File: src/sv/i2c_master_register_access_top_assert.svh
// ----------------------------------------------------------------------------
// I2C master register access assertion macros
// Shared property forms for the concurrent checks of the block.
// ----------------------------------------------------------------------------
`ifndef I2C_MASTER_REGISTER_ACCESS_TOP_ASSERT_SVH
`define I2C_MASTER_REGISTER_ACCESS_TOP_ASSERT_SVH

// Same-cycle implication, sampled on clk and disabled during reset.
`define I2C_MRA_ASSERT_NOW(label, ante, cons) \
	label: assert property (@(posedge clk) disable iff (!arst_n) (ante) |-> (cons)) \
		else $error("i2c master register access check failed");

// Next-cycle implication, sampled on clk and disabled during reset.
`define I2C_MRA_ASSERT_NEXT(label, ante, cons) \
	label: assert property (@(posedge clk) disable iff (!arst_n) (ante) |=> (cons)) \
		else $error("i2c master register access check failed");

`endif

File: src/sv/i2c_mra_pkg.sv
// ----------------------------------------------------------------------------
// I2C master register access package
// Shared types, step codes and line level decoding.
// ----------------------------------------------------------------------------
package i2c_mra_pkg;

	localparam logic [15:0] TPP_RESET = 16'd256;

	typedef enum logic [1:0] {
		OP_TICK  = 2'd0,
		OP_WRITE = 2'd1,
		OP_READ  = 2'd2
	} op_t;

	typedef enum logic [4:0] {
		ST_IDLE  = 5'd0,
		ST_S1    = 5'd1,
		ST_S2    = 5'd2,
		ST_AW_L  = 5'd3,
		ST_AW_H  = 5'd4,
		ST_AW_AL = 5'd5,
		ST_AW_AH = 5'd6,
		ST_RG_L  = 5'd7,
		ST_RG_H  = 5'd8,
		ST_RG_AL = 5'd9,
		ST_RG_AH = 5'd10,
		ST_DT_L  = 5'd11,
		ST_DT_H  = 5'd12,
		ST_DT_AL = 5'd13,
		ST_DT_AH = 5'd14,
		ST_RS1   = 5'd15,
		ST_RS2   = 5'd16,
		ST_RS3   = 5'd17,
		ST_AR_L  = 5'd18,
		ST_AR_H  = 5'd19,
		ST_AR_AL = 5'd20,
		ST_AR_AH = 5'd21,
		ST_RX_L  = 5'd22,
		ST_RX_H  = 5'd23,
		ST_MN_L  = 5'd24,
		ST_MN_H  = 5'd25,
		ST_SP1   = 5'd26,
		ST_SP2   = 5'd27,
		ST_SP3   = 5'd28
	} step_t;

	typedef struct packed {
		logic [1:0] op;
		logic [6:0] device_address;
		logic [7:0] reg_address;
		logic [7:0] write_data;
		logic       sda_in;
	} item_t;

	typedef struct packed {
		logic       scl_level;
		logic       sda_drive;
		logic       busy_res;
		logic       done_res;
		logic [7:0] read_result;
		logic       nack_seen;
	} res_t;

	function automatic logic scl_of(step_t s);
		logic r;
		case (s)
			ST_AW_L, ST_AW_AL, ST_RG_L, ST_RG_AL, ST_DT_L, ST_DT_AL,
			ST_RS1, ST_AR_L, ST_AR_AL, ST_RX_L, ST_MN_L, ST_SP1: r = 1'b0;
			default: r = 1'b1;
		endcase
		return r;
	endfunction

	function automatic logic sda_of(step_t s, logic msb);
		logic r;
		case (s)
			ST_AW_L, ST_AW_H, ST_RG_L, ST_RG_H, ST_DT_L, ST_DT_H,
			ST_AR_L, ST_AR_H: r = msb;
			ST_S2, ST_RS3, ST_SP1, ST_SP2: r = 1'b0;
			default: r = 1'b1;
		endcase
		return r;
	endfunction

endpackage

File: src/sv/i2c_mra_if.sv
// ----------------------------------------------------------------------------
// I2C master register access channels
// Valid/ready channels for input items and result items.
// ----------------------------------------------------------------------------
interface i2c_mra_in_if;
	logic       valid;
	logic       ready;
	logic [1:0] op;
	logic [6:0] device_address;
	logic [7:0] reg_address;
	logic [7:0] write_data;
	logic       sda_in;

	modport source (output valid, op, device_address, reg_address, write_data, sda_in,
		input ready);
	modport sink (input valid, op, device_address, reg_address, write_data, sda_in,
		output ready);
endinterface

interface i2c_mra_out_if;
	logic       valid;
	logic       ready;
	logic       scl_level;
	logic       sda_drive;
	logic       busy_res;
	logic       done_res;
	logic [7:0] read_result;
	logic       nack_seen;

	modport source (output valid, scl_level, sda_drive, busy_res, done_res, read_result,
		nack_seen, input ready);
	modport sink (input valid, scl_level, sda_drive, busy_res, done_res, read_result,
		nack_seen, output ready);
endinterface

File: src/sv/i2c_mra_seq.sv
// ----------------------------------------------------------------------------
// I2C master register access sequencer
// Transaction state and phase timing, advanced once per accepted beat.
// ----------------------------------------------------------------------------
module i2c_mra_seq (
	input  logic                clk,
	input  logic                arst_n,
	input  logic                accept,
	input  i2c_mra_pkg::item_t  item,
	input  logic [15:0]         ticks_per_phase,
	output i2c_mra_pkg::res_t   res
);
	import i2c_mra_pkg::*;

	step_t       step_q, step_d;
	logic [15:0] pc_q, pc_d;
	logic [3:0]  bc_q, bc_d;
	logic [7:0]  shift_q, shift_d;
	logic [6:0]  dev_q, dev_d;
	logic [7:0]  reg_q, reg_d;
	logic [7:0]  data_q, data_d;
	logic        rd_q, rd_d;
	logic [7:0]  rx_q, rx_d;
	logic        nack_q, nack_d;
	logic        done;
	logic [15:0] pc_inc;
	logic [15:0] limit;
	logic        last;
	logic [7:0]  rx_shift;

	always_ff @(posedge clk or negedge arst_n) begin
		if (!arst_n) begin
			step_q  <= ST_IDLE;
			pc_q    <= '0;
			bc_q    <= '0;
			shift_q <= '0;
			dev_q   <= '0;
			reg_q   <= '0;
			data_q  <= '0;
			rd_q    <= 1'b0;
			rx_q    <= '0;
			nack_q  <= 1'b0;
		end else if (accept) begin
			step_q  <= step_d;
			pc_q    <= pc_d;
			bc_q    <= bc_d;
			shift_q <= shift_d;
			dev_q   <= dev_d;
			reg_q   <= reg_d;
			data_q  <= data_d;
			rd_q    <= rd_d;
			rx_q    <= rx_d;
			nack_q  <= nack_d;
		end
	end

	always_comb begin
		step_d   = step_q;
		pc_d     = pc_q;
		bc_d     = bc_q;
		shift_d  = shift_q;
		dev_d    = dev_q;
		reg_d    = reg_q;
		data_d   = data_q;
		rd_d     = rd_q;
		rx_d     = rx_q;
		nack_d   = nack_q;
		done     = 1'b0;
		pc_inc   = pc_q + 16'd1;
		limit    = (ticks_per_phase == 16'd0) ? 16'd1 : ticks_per_phase;
		last     = (bc_q >= 4'd7);
		rx_shift = {shift_q[6:0], item.sda_in};
		case (op_t'(item.op))
			OP_TICK: begin
				if (step_q != ST_IDLE) begin
					pc_d = pc_inc;
					if (pc_inc >= limit) begin
						pc_d = '0;
						case (step_q)
							ST_S1: step_d = ST_S2;
							ST_S2: begin
								step_d  = ST_AW_L;
								shift_d = {dev_q, 1'b0};
								bc_d    = '0;
							end
							ST_AW_L:  step_d = ST_AW_H;
							ST_RG_L:  step_d = ST_RG_H;
							ST_DT_L:  step_d = ST_DT_H;
							ST_AR_L:  step_d = ST_AR_H;
							ST_AW_H, ST_RG_H, ST_DT_H, ST_AR_H: begin
								shift_d = {shift_q[6:0], 1'b0};
								bc_d    = last ? 4'd0 : bc_q + 4'd1;
								case (step_q)
									ST_AW_H: step_d = last ? ST_AW_AL : ST_AW_L;
									ST_RG_H: step_d = last ? ST_RG_AL : ST_RG_L;
									ST_DT_H: step_d = last ? ST_DT_AL : ST_DT_L;
									default: step_d = last ? ST_AR_AL : ST_AR_L;
								endcase
							end
							ST_AW_AL: step_d = ST_AW_AH;
							ST_RG_AL: step_d = ST_RG_AH;
							ST_DT_AL: step_d = ST_DT_AH;
							ST_AR_AL: step_d = ST_AR_AH;
							ST_AW_AH: begin
								nack_d  = nack_q | item.sda_in;
								step_d  = ST_RG_L;
								shift_d = reg_q;
								bc_d    = '0;
							end
							ST_RG_AH: begin
								nack_d = nack_q | item.sda_in;
								if (rd_q) begin
									step_d = ST_RS1;
								end else begin
									step_d  = ST_DT_L;
									shift_d = data_q;
									bc_d    = '0;
								end
							end
							ST_DT_AH: begin
								nack_d = nack_q | item.sda_in;
								step_d = ST_SP1;
							end
							ST_RS1: step_d = ST_RS2;
							ST_RS2: step_d = ST_RS3;
							ST_RS3: begin
								step_d  = ST_AR_L;
								shift_d = {dev_q, 1'b1};
								bc_d    = '0;
							end
							ST_AR_AH: begin
								nack_d  = nack_q | item.sda_in;
								step_d  = ST_RX_L;
								shift_d = '0;
								bc_d    = '0;
							end
							ST_RX_L: step_d = ST_RX_H;
							ST_RX_H: begin
								shift_d = rx_shift;
								if (last) begin
									rx_d   = rx_shift;
									bc_d   = '0;
									step_d = ST_MN_L;
								end else begin
									bc_d   = bc_q + 4'd1;
									step_d = ST_RX_L;
								end
							end
							ST_MN_L: step_d = ST_MN_H;
							ST_MN_H: step_d = ST_SP1;
							ST_SP1:  step_d = ST_SP2;
							ST_SP2:  step_d = ST_SP3;
							ST_SP3: begin
								step_d = ST_IDLE;
								done   = 1'b1;
							end
							default: step_d = ST_IDLE;
						endcase
					end
				end
			end
			OP_WRITE, OP_READ: begin
				if (step_q == ST_IDLE) begin
					dev_d  = item.device_address;
					reg_d  = item.reg_address;
					data_d = item.write_data;
					rd_d   = (op_t'(item.op) == OP_READ);
					nack_d = 1'b0;
					pc_d   = '0;
					bc_d   = '0;
					step_d = ST_S1;
				end
			end
			default: ;
		endcase
	end

	always_comb begin
		res.scl_level   = scl_of(step_d);
		res.sda_drive   = sda_of(step_d, shift_d[7]);
		res.busy_res    = (step_d != ST_IDLE);
		res.done_res    = done;
		res.read_result = rx_d;
		res.nack_seen   = nack_d;
	end

endmodule

File: src/sv/i2c_master_register_access_top.sv
// ----------------------------------------------------------------------------
// I2C master register access top level
// Single register write or read master driven by tick and command beats.
// ----------------------------------------------------------------------------
// The in_ch channel carries one beat per tick or command: op 0 is a time
// tick, op 1 starts a register write and op 2 starts a register read. A
// command beat while a transaction runs is ignored. Every accepted beat
// yields exactly one result beat on out_ch with the SCL and SDA levels, the
// busy and done flags, the last received byte and the sticky nack flag.
// The SDA level sampled in sda_in is used at the end of acknowledge and
// receive phases. Each line phase lasts ticks_per_phase ticks, written through
// cfg_wr_en and cfg_wr_data by the user only while idle, unchecked by the
// block; zero acts as one. A registered result appears in the cycle after its
// beat is accepted; one beat can be accepted in every cycle, limited only by
// the single output register. When out_ch stalls, in_ch stays ready only if
// the held result is taken in the same cycle. Reset clears the sequencer to
// idle with both lines released and sets the phase length to 256 ticks.
// ----------------------------------------------------------------------------
module i2c_master_register_access_top (
	input  logic          clk,
	input  logic          arst_n,
	input  logic          cfg_wr_en,
	input  logic [15:0]   cfg_wr_data,
	i2c_mra_in_if.sink    in_ch,
	i2c_mra_out_if.source out_ch
);
	import i2c_mra_pkg::*;

	`include "i2c_master_register_access_top_assert.svh"

	logic [15:0] tpp_q;
	item_t       item;
	res_t        res;
	res_t        out_q;
	logic        out_valid_q;
	logic        accept;

	assign in_ch.ready = !out_valid_q || out_ch.ready;
	assign accept      = in_ch.valid && in_ch.ready;

	assign item.op             = in_ch.op;
	assign item.device_address = in_ch.device_address;
	assign item.reg_address    = in_ch.reg_address;
	assign item.write_data     = in_ch.write_data;
	assign item.sda_in         = in_ch.sda_in;

	always_ff @(posedge clk or negedge arst_n) begin
		if (!arst_n) begin
			tpp_q <= TPP_RESET;
		end else if (cfg_wr_en) begin
			tpp_q <= cfg_wr_data;
		end
	end

	i2c_mra_seq u_seq (
		.clk             (clk),
		.arst_n          (arst_n),
		.accept          (accept),
		.item            (item),
		.ticks_per_phase (tpp_q),
		.res             (res)
	);

	always_ff @(posedge clk or negedge arst_n) begin
		if (!arst_n) begin
			out_valid_q <= 1'b0;
		end else if (accept) begin
			out_valid_q <= 1'b1;
		end else if (out_ch.ready) begin
			out_valid_q <= 1'b0;
		end
	end

	always_ff @(posedge clk) begin
		if (accept) begin
			out_q <= res;
		end
	end

	assign out_ch.valid       = out_valid_q;
	assign out_ch.scl_level   = out_q.scl_level;
	assign out_ch.sda_drive   = out_q.sda_drive;
	assign out_ch.busy_res    = out_q.busy_res;
	assign out_ch.done_res    = out_q.done_res;
	assign out_ch.read_result = out_q.read_result;
	assign out_ch.nack_seen   = out_q.nack_seen;

	`I2C_MRA_ASSERT_NOW(a_done_not_busy, out_valid_q && out_q.done_res, !out_q.busy_res)
	`I2C_MRA_ASSERT_NOW(a_idle_released, out_valid_q && !out_q.busy_res,
		out_q.scl_level && out_q.sda_drive)
	`I2C_MRA_ASSERT_NOW(a_stall_blocks, out_valid_q && !out_ch.ready, !in_ch.ready)
	`I2C_MRA_ASSERT_NEXT(a_accept_shows, accept, out_valid_q)

endmodule

File: src/flat_wrapper.sv
// flat-port wrapper written by rule: the top's interface ports become plain ports
module i2c_master_register_access_top_flat import i2c_mra_pkg::*;
  (clk, arst_n, cfg_wr_en, cfg_wr_data, in_ch_valid, in_ch_op, in_ch_device_address, in_ch_reg_address, in_ch_write_data, in_ch_sda_in, in_ch_ready, out_ch_valid, out_ch_scl_level, out_ch_sda_drive, out_ch_busy_res, out_ch_done_res, out_ch_read_result, out_ch_nack_seen, out_ch_ready);
  i2c_mra_in_if in_ch_i ();
  i2c_mra_out_if out_ch_i ();
  input  logic clk;
  input  logic arst_n;
  input  logic cfg_wr_en;
  input  logic [15:0] cfg_wr_data;
  input wire logic [$bits(in_ch_i.valid)-1:0] in_ch_valid;
  input wire logic [$bits(in_ch_i.op)-1:0] in_ch_op;
  input wire logic [$bits(in_ch_i.device_address)-1:0] in_ch_device_address;
  input wire logic [$bits(in_ch_i.reg_address)-1:0] in_ch_reg_address;
  input wire logic [$bits(in_ch_i.write_data)-1:0] in_ch_write_data;
  input wire logic [$bits(in_ch_i.sda_in)-1:0] in_ch_sda_in;
  output wire logic [$bits(in_ch_i.ready)-1:0] in_ch_ready;
  output wire logic [$bits(out_ch_i.valid)-1:0] out_ch_valid;
  output wire logic [$bits(out_ch_i.scl_level)-1:0] out_ch_scl_level;
  output wire logic [$bits(out_ch_i.sda_drive)-1:0] out_ch_sda_drive;
  output wire logic [$bits(out_ch_i.busy_res)-1:0] out_ch_busy_res;
  output wire logic [$bits(out_ch_i.done_res)-1:0] out_ch_done_res;
  output wire logic [$bits(out_ch_i.read_result)-1:0] out_ch_read_result;
  output wire logic [$bits(out_ch_i.nack_seen)-1:0] out_ch_nack_seen;
  input wire logic [$bits(out_ch_i.ready)-1:0] out_ch_ready;
  assign in_ch_i.valid = in_ch_valid;
  assign in_ch_i.op = in_ch_op;
  assign in_ch_i.device_address = in_ch_device_address;
  assign in_ch_i.reg_address = in_ch_reg_address;
  assign in_ch_i.write_data = in_ch_write_data;
  assign in_ch_i.sda_in = in_ch_sda_in;
  assign in_ch_ready = in_ch_i.ready;
  assign out_ch_valid = out_ch_i.valid;
  assign out_ch_scl_level = out_ch_i.scl_level;
  assign out_ch_sda_drive = out_ch_i.sda_drive;
  assign out_ch_busy_res = out_ch_i.busy_res;
  assign out_ch_done_res = out_ch_i.done_res;
  assign out_ch_read_result = out_ch_i.read_result;
  assign out_ch_nack_seen = out_ch_i.nack_seen;
  assign out_ch_i.ready = out_ch_ready;
  i2c_master_register_access_top u_core (.clk(clk), .arst_n(arst_n), .cfg_wr_en(cfg_wr_en), .cfg_wr_data(cfg_wr_data), .in_ch(in_ch_i), .out_ch(out_ch_i));
endmodule
File: config.mk
export PLATFORM = sky130hd
export DESIGN_NAME = i2c_master_register_access_top_flat
export DESIGN_NICKNAME = d
export VERILOG_FILES = /design/src/sv/i2c_mra_pkg.sv /design/src/sv/i2c_mra_if.sv /design/src/sv/i2c_mra_seq.sv /design/src/sv/i2c_master_register_access_top.sv /design/src/flat_wrapper.sv
export VERILOG_INCLUDE_DIRS = /design/src /design/src/sv
export SDC_FILE = /design/constraint.sdc
export NUM_CORES = 1
export LEC_CHECK = 0
export ABC_AREA = 1
export BUFFER_PORTS_ARGS = -buffer_cell sky130_fd_sc_hd__buf_2
export CORE_ASPECT_RATIO = 0.8
export CORE_UTILIZATION = 35
export DETAILED_ROUTE_END_ITERATION = 7
export PLACE_DENSITY = 0.51
export SYNTH_ARGS = -nofsm -noshare
export SYNTH_HDL_FRONTEND = slang
export SYNTH_SLANG_ARGS = --single-unit
File: constraint.sdc
create_clock -name clk -period 4.5 [get_ports clk]
set_input_delay 0.675 -clock clk [delete_from_list [all_inputs] [get_ports clk]]
set_output_delay 0.675 -clock clk [all_outputs]
set_load 0.05 [all_outputs]
# ---- Word-level counts from Yosys, hierarchy flattened
# Memory sizes are Yosys's and may differ from the RTL's. A register that Yosys moved wholly into a read port is not among the register bits.
# Index checks and enable logic that the tools add are counted.
dict set report word_totals {
  reg_bits 95
  out_inout_bits 15
  romBits 32
  inputBits 47
  elab_cells 139
  n_memories 1
}
dict set report classes {
  reduce_logical 24
  n_mux 43
  addsub 2
  magnitude_cmp 2
  bitwise 1
  n_eq_ne 48
}
# memory words width rd rd_ports_with_merged_regs wr line
set mem_list {}
lappend mem_list {{(no name shown)} 32 1 1 1 0 i2c_mra_pkg.sv:66} ;# case (s)
# cell count
set op_table {}
lappend op_table {{one-hot mux 5 bit (23 select lines)} 1}
lappend op_table {{equality test 5 bit (second input constant)} 18}
lappend op_table {{2-to-1 mux 8 bit} 9}
lappend op_table {{2-to-1 mux 16 bit} 4}
lappend op_table {{one-hot mux 8 bit (7 select lines)} 1}
lappend op_table {{equality test 5 x 4 -> 1 bit (second input constant)} 11}
lappend op_table {{one-hot mux 16 bit (2 select lines)} 1}
lappend op_table {{equality test 5 x 3 -> 1 bit (second input constant)} 6}
lappend op_table {{2-to-1 mux 4 bit} 7}
lappend op_table {{equality test 5 x 2 -> 1 bit (second input constant)} 4}
lappend op_table {{adder 16 x 1 -> 16 bit (second input constant)} 1}
lappend op_table {{>= comparator 16 bit} 1}
lappend op_table {{logical NOT 16 bit} 1}
lappend op_table {{OR reduction 4 bit} 4}
lappend op_table {{2-to-1 mux 5 bit} 3}
lappend op_table {{one-hot mux 5 bit (3 select lines)} 1}
lappend op_table {{2-to-1 mux 3 bit} 4}
lappend op_table {{one-hot mux 4 bit (3 select lines)} 1}
lappend op_table {{one-hot mux 5 bit (2 select lines)} 1}
lappend op_table {{nonzero test 5 bit} 2}
lappend op_table {{inequality test 2 bit (second input constant)} 4}
lappend op_table {{one-hot mux 4 bit (2 select lines)} 1}
lappend op_table {{OR reduction 8 bit} 1}
lappend op_table {{2-to-1 mux 1 bit} 7}
lappend op_table {{other kinds (22)} 26}

# ---- Longest topological paths before layout
# Gate-level depths: netlist of run 1.
dict set report depth {
  depth_word 10
  ltp_mapped 28
  ltp_nobuf 28
}

# ---- By module
# Synthesis of run 1 repeated with hierarchy kept, for this count alone.
dict set report unflattened {
  hier_cells 680
  hier_area_um2 5705.5
}
# module area_each_um2 seq_area_each_um2 instances cells_per_inst
set by_module_without_submodules {}
lappend by_module_without_submodules {i2c_mra_seq 4619.4 1651.6 1 594}
lappend by_module_without_submodules {i2c_master_register_access_top 1086.0 817.0 1 86}

# ---- Least setup slack after synthesis of run 1
# No wires, ideal clock.
dict set report synth_timing {
  kind {reg2reg}
  startpoint {register u_core.u_seq.pc_q[0]}
  endpoint {register u_core.out_q, in the netlist u_core.out_ch.sda_drive (data pin)}
  synth_period_minus_slack_ns 3.420
  path_buffers 0
  slack_ns 1.080
  t_required_ns 4.248
  arrival_ns 3.168
  path_stages_with_launch 28
  setup_time_ns 0.252
  cell_sequence {dfrtp_1 > ha_1 > nand2_1 > nor2_1 > nand3_1 > nor2_1 > inv_1 > nor3_1 > nand4_1 > xor2_1 > inv_1 > ha_1 > nand2_1 > inv_1 > nand3_1 > a21oi_1 > nor2_1 > nand3_2 > nand2_1 > nand2_1 > nand2_1 > nand2_1 > nor2_1 > nand2_1 > nor2_1 > nor2_1 > nand2_1 > nand2_1}
}
# element line
set synth_rtl {}
lappend synth_rtl {{from (decl)} i2c_mra_seq.sv:16} ;# logic [15:0] pc_q, pc_d;
lappend synth_rtl {{from (signal assigned)} i2c_mra_seq.sv:45} ;# pc_q <= pc_d;
lappend synth_rtl {{to (signal assigned)} i2c_master_register_access_top.sv:76} ;# out_q <= res;
lappend synth_rtl {{to (decl)} i2c_master_register_access_top.sv:34} ;# res_t out_q;

==> results of run 1 <==
[power groups by stage]
stage	Clock, mW	Sequential (mW)	Combinational (mW)
floorplan	0	1.20	0.606
global placement	0	1.20	0.838
detailed placement	0	1.21	0.849
CTS	0.747	1.19	0.852
global route	0.784	1.22	0.974
finish	0.733	1.19	0.855
[per-stage QoR]
step	power (mW)	hold slack (ns)
finish	2.782	0.2944
floorplan	1.809	0.3794
global route	2.974	0.3262
global placement	2.039	0.4617
detailed placement	2.057	0.4654
CTS	2.791	0.3086
[cells in the final DEF (no fill, tap or decap), types with 2 or more instances in the layout]
master,instances
a21oi_1,19
dfrtp_1,82
o22ai_1,8
nor2_1,52
a22oi_1,2
nand3_1,37
inv_1,97
o21ai_0,45
edfxtp_1,13
or2_2,2
a21oi_2,2
nor3_2,2
clkbuf_16,9
nand3_2,2
o21ai_1,6
buf_4,5
ha_1,21
nor2_2,3
inv_6,3
nand2_1,197
buf_2,60
nand4_1,11
o2111ai_1,6
nor3_1,4
o31ai_1,2
xor2_1,9
mux2_2,23
[worst register-to-register path: cells and delay by family, from the launching register on]
kind / cells / cell delay [ns]
flops: 1 / 0.41
xor+xnor: 1 / 0.21
simple gates: 18 / 2.18
fa+ha+maj: 2 / 0.48
buf+inv: 5 / 0.47
compound gates: 1 / 0.05
[path summary, 6_finish.rpt]
kind                                             startpoint                                 to  slack [ns]  cells after the start
setup / recovery           u_core.u_seq.pc_q[0]$_DFFE_PN0P_  u_core.out_ch.sda_drive$_DFFE_PP_        0.47                     27
hold / removal                                       arst_n   u_core.u_seq.rx_q[2]$_DFFE_PN0P_        0.29                      1
setup reg to reg           u_core.u_seq.pc_q[0]$_DFFE_PN0P_  u_core.out_ch.sda_drive$_DFFE_PP_        0.47                     27
hold reg to reg            u_core.u_seq.rx_q[7]$_DFFE_PN0P_   u_core.u_seq.rx_q[7]$_DFFE_PN0P_        0.49                      2
max in group asynchronous                            arst_n       u_core.tpp_q[12]$_DFFE_PN0P_        3.22                      2
min in group clk           u_core.u_seq.rx_q[7]$_DFFE_PN0P_   u_core.u_seq.rx_q[7]$_DFFE_PN0P_        0.49                      2
[logic make-up (layout without fill, tap and decap cells)]
group           Yosys count  after routing  synth area share, %
xor+xnor                  9              9                1.451
simple gates            315            315                24.46
buf+inv                 113            179                8.178
compound gates           99             99                10.67
fa+ha+maj                21             21                4.838
mux                      24             24                4.953
flops                    96             96                45.45
[state kept, by name (all words and copies together), names as in the netlist, 4 cells and up]
register                   count
u_core.out_ch.read_result      8
u_core.tpp_q                  16
u_core.u_seq.bc_q              4
u_core.u_seq.data_q            8
u_core.u_seq.dev_q             7
u_core.u_seq.pc_q             16
u_core.u_seq.reg_q             8
u_core.u_seq.rx_q              8
u_core.u_seq.shift_q           8
u_core.u_seq.step_q            5
[layer usage]
layer	up-vias	global-route usage [%]	routed length (um)
li1	2328	-	-
met1	2121	29.51	7428
met2	110	23.23	5141
met3	17	3.568	777
met4	0	6.159	211
met5	-	0	0
[cell type report]
| cell class | count | share of cell area (%) |
|---|---|---|
| inverters | 98 | 5.888 |
| well taps | 210 | 4.206 |
| multi-input cells | 468 | 40.54 |
| repair buffers | 65 | 5.408 |
| clock inverters | 6 | 0.7811 |
| flip-flops and latches | 96 | 39.52 |
| clock buffers | 10 | 3.665 |
[repair_timing]
item / CTS / global route
resized for setup: 0 / 3
hold buffers: 0 / 0
setup endpoints to repair: 0 / 15
==> impl_metrics.py, run 1 <==
metrics = {
    "logic_synthesis": {
        "synth.area.top_cells": "dfrtp_1 38%, nand2_1 14%, edfxtp_1 7.2%",
        "synth_edf_count": 13,
        "synth_top_cell_area_share_pct": 37.78,
        "ys_ff_latch": 96,
        "synth_area_per_cell_um2": 8.023,
        "syn_nets": 745,
        "yosysMostFrequentCell": "nand2_1",
        "async_flop_share_pct": 86.46,
        "synthCells": 677,
        "synth_warnings": 0,
        "syn-cell-area_mm2": 0.005431,
        "post_synth_num_cell_types": 42,
        "synth_largest_area_cell": "dfrtp_1",
        "yosys-top-cells-count": "197 x nand2_1, 97 x inv_1, 82 x dfrtp_1",
        "synth_top_flop_cell": "dfrtp_1",
        "synth_seq_area_share_pct": 45.45,
    },
    "floorplan": {
        "die_h_um": 113.4,
        "ioPinCount": 62,
        "coreArea_mm2": 0.01506,
        "dieArea_mm2": 0.01602,
        "start_util_pct": 36.05,
        "die-width_um": 141.3,
        "rows": 40,
    },
    "routing": {
        "wl_per_cell_um": 14.23,
        "vias": 4576,
        "drt-total-wl_mm": 13.56,
        "vias_per_cell": 4.802,
        "dr.pass1.iters": 5,
        "drt-initial-drc-count": 405,
        "ant_nets": 0,
        "drc_errors": 0,
    },
    "global_routing": {
        "grt_pass1_vias": 4338,
        "grt_max_degree": 45,
        "grt_pass1_wl_mm": 22.54,
        "antenna_found_initial": 0,
        "grt_use_total_pct": 18.21,
        "grt-ovfl-total": 0,
    },
    "sta": {
        "finalCritPeriodShare_pct": 89.47,
        "slew_violations": 0,
        "hold_viol": 0,
        "rsz0062_at_grt": "no",
        "setup_viol": 0,
        "tns_ns": 0,
        "fmax_mhz": 248.4,
        "fin_ws_ns": 0.4738,
        "fin_skew_ns": 0.01459,
        "layout_min_cycle_time_ns": 4.026,
        "slew_headroom_pct": 58.75,
        "worst_pin_slew_ns": 0.6172,
    },
    "power_and_ir_drop": {
        "powerDensity_mw_per_mm2": 445.3,
        "seqPwrFrac_pct": 42.9,
        "comb_power_share_pct": 30.7,
        "leakagePower_nw": 3.203,
        "p_switching_mw": 1.024,
        "intPower_mw": 1.758,
        "clock_power_share_pct": 26.4,
        "ir_drop_mv": 0.2349,
        "p_sw_share_pct": 36.80,
    },
    "placement": {
        "place_hpwl_mm": 10.19,
        "postPlaceCellArea_mm2": 0.005956,
        "place_congestion": 0.8154,
        "dp_cells": 937,
        "post-place-ws_ns": 0.4624,
        "port_buffers": 61,
    },
    "setup_path": {
        "cp.required_ns": 4.62,
        "cp_common_cell": "nand2_1",
        "crit_family": "simple AND/OR/NAND/NOR gates",
        "cpPeakStageDelay_ns": 0.41,
        "critPathArrivalTime_ns": 4.14,
        "worstPathMaxFanout": 10,
        "cp_num_buf_inv": 5,
        "worstSetupEndpointType": "flip-flop",
        "path_class": "flip-flop to flip-flop",
        "cp-start-kind": "flip-flop",
        "cp_slowest_cell": "dfrtp_1",
    },
    "finish": {
        "ff_latch_area_mm2": 0.002469,
        "nNetsFinal": 806,
        "n_antenna_cell": 0,
        "fin_cells": 953,
        "drive_gt1_share_pct": 16.42,
        "fillers": 1521,
        "post-route-util_pct": 41.47,
        "stdcell_area_mm2": 0.006247,
        "syn2layout_area_growth_pct": 15.02,
        "multi_input_area_mm2": 0.002532,
    },
    "clock_network": {
        "cts_setup_buffers": 0,
        "root_buffer": "clkbuf_16",
        "cts.sinks": 96,
        "path_clk_slew_ns": 0.07,
        "h-tree-depth": 3,
        "cts_buffer_depth": 2,
        "clk_latency_ns": 0.36,
        "cts_made_buffers": 9,
        "cts_tree": "yes",
    },
    "status": {
        "status": "completed",
    },
    "worst_hold_path": {
        "hold_path_class": "primary input to async pin",
    },
    "flow_run": {
        "max_cap_viol_count": 0,
    },
}
No activity file was read; power rests on OpenSTA's default activity.
==> run 2, diff against run 1 <==
--- a/config.mk
+++ b/config.mk
@@ -10,6 +10,7 @@
 export BUFFER_PORTS_ARGS = -buffer_cell sky130_fd_sc_hd__buf_2
 export CORE_ASPECT_RATIO = 0.8
 export CORE_UTILIZATION = 35
+export CTS_BUF_LIST = sky130_fd_sc_hd__clkbuf_4 sky130_fd_sc_hd__clkbuf_8
 export DETAILED_ROUTE_END_ITERATION = 7
 export PLACE_DENSITY = 0.51
 export SYNTH_ARGS = -nofsm -noshare
==> impl_metrics.py, run 2 (synthesis gave the netlist of run 1 again) <==
metrics = {
    "sta": {
        "finalCritPeriodShare_pct": 89.53,
        "slew_headroom_pct": 59.65,
        "fmax_mhz": 248.2,
        "slew_violations": 0,
        "fin_skew_ns": 0.01406,
        "worst_pin_slew_ns": 0.6052,
        "hold_slack_ns": 0.2483,
        "layout_min_cycle_time_ns": 4.029,
        "tns_ns": 0,
        "setup_viol": 0,
        "hold_viol": 0,
        "rsz0062_at_grt": "no",
    },
    "routing": {
        "vias": 4555,
        "dr.pass1.iters": 5,
        "vias_per_cell": 4.780,
        "drc_errors": 0,
        "drt-initial-drc-count": 365,
        "ant_nets": 0,
        "drt-total-wl_mm": 13.49,
        "wl_per_cell_um": 14.16,
    },
    "finish": {
        "drive_gt1_share_pct": 16.55,
        "biggestRegsByFlops": "u_core.tpp_q (16), u_core.u_seq.pc_q (16)",
        "fillers": 1534,
        "ff_latch_area_mm2": 0.002469,
        "final_common_cell": "nand2_1",
        "syn2layout_area_growth_pct": 13.22,
        "multi_input_area_mm2": 0.002532,
        "final_cell_mix": "197 x nand2_1, 97 x inv_1, 82 x dfrtp_1, 60 x buf_2, 52 x nor2_1",
        "nNetsFinal": 806,
        "n_antenna_cell": 0,
    },
    "setup_path": {
        "path_class": "flip-flop to flip-flop",
        "cp-start-kind": "flip-flop",
        "critPathLaunch": "u_core.u_seq.pc_q[0]$_DFFE_PN0P_",
        "critPathArrivalTime_ns": 4.19,
        "worstPathMaxFanout": 10,
        "worstSetupEndpointType": "flip-flop",
        "r2r_start": "u_core.u_seq.pc_q[0]$_DFFE_PN0P_",
        "cp.required_ns": 4.66,
    },
    "global_routing": {
        "grt_pass1_wl_mm": 22.48,
        "antenna_found_initial": 0,
        "grt_use_total_pct": 18.12,
        "grt-ovfl-total": 0,
        "grt_pass1_vias": 4343,
        "grt_max_degree": 45,
    },
    "clock_network": {
        "root_buffer": "clkbuf_8",
        "cts_tree": "yes",
        "h-tree-depth": 3,
        "cts_buffer_depth": 2,
        "clk_latency_ns": 0.39,
        "path_clk_slew_ns": 0.10,
        "ctsHoldBuffers": 0,
        "cts.sinks": 96,
        "cts_made_buffers": 9,
        "cts_setup_buffers": 0,
        "ctsResizeCount": 0,
    },
    "floorplan": {
        "rows": 40,
        "dieArea_mm2": 0.01602,
        "die_h_um": 113.4,
        "ioPinCount": 62,
        "die-width_um": 141.3,
        "coreArea_mm2": 0.01506,
        "start_util_pct": 36.05,
    },
    "power_and_ir_drop": {
        "totalPowerFinal_mw": 2.583,
        "powerDensity_mw_per_mm2": 420.0,
        "leakagePower_nw": 3.160,
        "ir_drop_mv": 0.2062,
    },
    "placement": {
        "place_congestion": 0.8154,
        "port_buffers": 61,
        "place_hpwl_mm": 10.19,
    },
    "status": {
        "status": "completed",
    },
    "worst_hold_path": {
        "hold_path_class": "primary input to async pin",
    },
    "flow_run": {
        "max_cap_viol_count": 0,
    },
}
run 2: metal layers:
layer / vias up / part of all wire [%] / global-route usage, %
met2: 108 / 38 / 23.50
met5: - / 0 / 0
met4: 0 / 1.5 / 5.797
met1: 2108 / 55 / 29.18
met3: 17 / 5.3 / 3.568
li1: 2322 / - / -
run 2: power by group:
group	switching, mW	total (mW)	internal [mW]
clock	0.323	0.537	0.214
combinational	0.547	0.853	0.306
sequential	0.124	1.19	1.07
total	0.994	2.58	1.59
run 2: critical path, cell delays in order (launching register included):
cell and delay, ns:
dfrtp_1 0.43, ha_1 0.19, nand2_1 0.07, nor2_1 0.18, nand3_1 0.14, nor2_1 0.19, inv_1 0.09, nor3_1 0.24
nand4_1 0.16, xor2_1 0.20, inv_1 0.07, ha_1 0.29, nand2_1 0.08, inv_1 0.04, nand3_1 0.08, a21oi_1 0.05
nor2_1 0.16, nand3_2 0.23, inv_1 0.14, nand2_1 0.06, nand3b_1 0.11, nand2_1 0.13, inv_1 0.13, nand3_1 0.10
nor2_1 0.11, nor2_1 0.05, nand2_1 0.05, nand2_1 0.04
run 2: through the flow:
stage / instance area, um^2 / utilization (%) / cells / worst slack (ns)
finish: 6150 / 40.82 / 953 / 0.4711
global route: 6150 / 40.82 / 953 / 0.02641
CTS: 6136 / 40.73 / 953 / 0.4206
detailed placement: 5956 / 39.53 / 937 / 0.4624
global placement: 5956 / 39.53 / 937 / 0.6157
floorplan: 5431 / - / 677 / 1.080
run 2: cell type report:
type                    count  area share (%)
flip-flops and latches     96           40.14
repair buffers             65           5.493
multi-input cells         468           41.18
inverters                  98           5.982
clock inverters             6          0.7935
well taps                 210           4.273
clock buffers              10           2.136
run 2: path summary, 6_finish.rpt:
kind	endpoint	slack, ns	cells after the start
max reg2reg	u_core.out_ch.sda_drive$_DFFE_PP_	0.47	27
min	u_core.u_seq.rx_q[2]$_DFFE_PN0P_	0.25	1
max in group asynchronous	u_core.tpp_q[8]$_DFFE_PN1P_	3.26	2
max	u_core.out_ch.sda_drive$_DFFE_PP_	0.47	27
min in group clk	u_core.tpp_q[10]$_DFFE_PN0P_	0.49	3
min reg2reg	u_core.u_seq.rx_q[7]$_DFFE_PN0P_	0.49	2
==> run 3, diff against run 2 <==
--- a/config.mk
+++ b/config.mk
@@ -12,7 +12,7 @@
 export CORE_UTILIZATION = 35
 export CTS_BUF_LIST = sky130_fd_sc_hd__clkbuf_4 sky130_fd_sc_hd__clkbuf_8
 export DETAILED_ROUTE_END_ITERATION = 7
-export PLACE_DENSITY = 0.51
+export PLACE_DENSITY = 0.55
 export SYNTH_ARGS = -nofsm -noshare
 export SYNTH_HDL_FRONTEND = slang
 export SYNTH_SLANG_ARGS = --single-unit
==> impl_metrics.py, run 3 (synthesis gave the netlist of run 1 again) <==
metrics = {
    "placement": {
        "place_congestion": 0.8856,
        "place_hpwl_mm": 9.759,
        "port_buffers": 61,
        "post-place-ws_ns": 0.4665,
    },
    "routing": {
        "wl_per_cell_um": 13.81,
        "drt-initial-drc-count": 452,
        "ant_nets": 0,
        "drt-total-wl_mm": 13.16,
        "vias": 4581,
        "dr.pass1.iters": 5,
        "vias_per_cell": 4.807,
        "drc_errors": 0,
    },
    "floorplan": {
        "dieArea_mm2": 0.01602,
        "die_h_um": 113.4,
        "coreArea_mm2": 0.01506,
        "die-width_um": 141.3,
        "start_util_pct": 36.05,
        "ioPinCount": 62,
        "rows": 40,
    },
    "setup_path": {
        "cp_common_cell": "nand2_1",
        "cp_slowest_cell": "dfrtp_1",
        "cp.required_ns": 4.66,
        "worstSetupEndpointType": "flip-flop",
        "path_class": "flip-flop to flip-flop",
        "cpPeakStageDelay_ns": 0.43,
        "worstPathMaxFanout": 10,
        "critPathArrivalTime_ns": 4.18,
        "cp-start-kind": "flip-flop",
    },
    "finish": {
        "biggestRegsByFlops": "u_core.tpp_q (16), u_core.u_seq.pc_q (16)",
        "final_cell_mix": "197 x nand2_1, 97 x inv_1, 82 x dfrtp_1, 60 x buf_2, 52 x nor2_1",
        "drive_gt1_share_pct": 16.42,
        "nNetsFinal": 806,
        "fillers": 1555,
        "multi_input_area_mm2": 0.002532,
        "n_antenna_cell": 0,
        "syn2layout_area_growth_pct": 13.06,
        "post-route-util_pct": 40.76,
        "final_common_cell": "nand2_1",
        "ff_latch_area_mm2": 0.002469,
    },
    "clock_network": {
        "h-tree-depth": 3,
        "clk_latency_ns": 0.39,
        "cts_tree": "yes",
        "path_clk_slew_ns": 0.10,
        "cts_buffer_depth": 2,
        "cts_made_buffers": 9,
        "cts.sinks": 96,
        "root_buffer": "clkbuf_8",
        "cts_setup_buffers": 0,
    },
    "global_routing": {
        "grt-ovfl-total": 0,
        "grt_pass1_vias": 4305,
        "grt_use_total_pct": 17.76,
        "grt_pass1_wl_mm": 21.89,
        "antenna_found_initial": 0,
        "grt_max_degree": 84,
    },
    "flow_run": {
        "max_cap_viol_count": 0,
    },
    "sta": {
        "slew_violations": 0,
        "slew_headroom_pct": 29.18,
        "setup_viol": 0,
        "tns_ns": 0,
        "fin_skew_ns": 0.01229,
        "hold_viol": 0,
        "hold_slack_ns": 0.4715,
        "finalCritPeriodShare_pct": 89.32,
        "worst_pin_slew_ns": 1.062,
        "rsz0062_at_grt": "no",
        "fmax_mhz": 248.8,
        "fin_ws_ns": 0.4808,
        "layout_min_cycle_time_ns": 4.019,
    },
    "power_and_ir_drop": {
        "powerDensity_mw_per_mm2": 415.6,
        "ir_drop_mv": 0.2477,
        "leakagePower_nw": 3.153,
        "totalPowerFinal_mw": 2.552,
    },
    "status": {
        "status": "completed",
    },
    "worst_hold_path": {
        "hold_path_class": "primary input to async pin",
    },
}
## run 3: cell count changes in the layout (fill, tap and decap cells not counted), sizes merged
| cell | before | now |
|---|---|---|
| clkinv | 1 | 2 |
| clkinvlp | 1 | 2 |
| inv | 102 | 99 |
| clkbuf | 10 | 11 |
## run 3: area by class of cell
cell class              instances  share of cell area [%]
flip-flops and latches         96                   40.20
repair buffers                 65                   5.501
clock buffers                  11                   2.262
inverters                      98                   5.990
clock inverters                 5                  0.5297
well taps                     210                   4.279
multi-input cells             468                   41.24
## run 3: stage by stage
step	instance area, um^2	std cells
floorplan	5431	677
global placement	5956	937
detailed placement	5956	937
CTS	6127	953
global route	6141	953
finish	6141	953
## run 3: worst max-delay path, delay by kind of cell (launching register included)
| family | cells | cell delay (ns) |
|---|---|---|
| xor+xnor | 1 | 0.20 |
| fa+ha+maj | 2 | 0.47 |
| buf+inv | 3 | 0.20 |
| simple gates | 22 | 2.48 |
| flops | 1 | 0.43 |
## run 3: what timing repair did
item,4_1_cts,5_1_grt
gates resized for setup,0,5
setup endpoints to repair,0,17
hold buffers,0,0
## run 3: routing by layer
layer	up-vias	global-route usage (%)	part of all wire (%)
met5	-	0	0
met4	0	4.565	0.82
met3	6	4.114	5.9
met2	114	23.73	39
met1	2137	28.06	54
li1	2324	-	-
## run 3: power by group
part / total (mW) / leakage, nW / internal [mW] / switching [mW]
registers: 1.18 / 1.16 / 1.07 / 0.115
logic: 0.851 / 1.90 / 0.307 / 0.544
clock network: 0.518 / 0.0842 / 0.213 / 0.306
total: 2.55 / 3.15 / 1.59 / 0.965
## run 3: path summary, 6_finish.rpt
path	slack, ns	startpoint	end	depth (start not counted)
worst max-delay path	0.48	u_core.u_seq.pc_q[0]$_DFFE_PN0P_	u_core.out_ch.sda_drive$_DFFE_PP_	28
worst min-delay path	0.47	arst_n	u_core.tpp_q[5]$_DFFE_PN0P_	1
worst max register to register	0.48	u_core.u_seq.pc_q[0]$_DFFE_PN0P_	u_core.out_ch.sda_drive$_DFFE_PP_	28
worst min register to register	0.49	u_core.u_seq.rx_q[7]$_DFFE_PN0P_	u_core.u_seq.rx_q[7]$_DFFE_PN0P_	2
max in group asynchronous	3.33	arst_n	u_core.u_seq.pc_q[12]$_DFFE_PN0P_	1
min in group clk	0.49	u_core.u_seq.rx_q[7]$_DFFE_PN0P_	u_core.u_seq.rx_q[7]$_DFFE_PN0P_	2
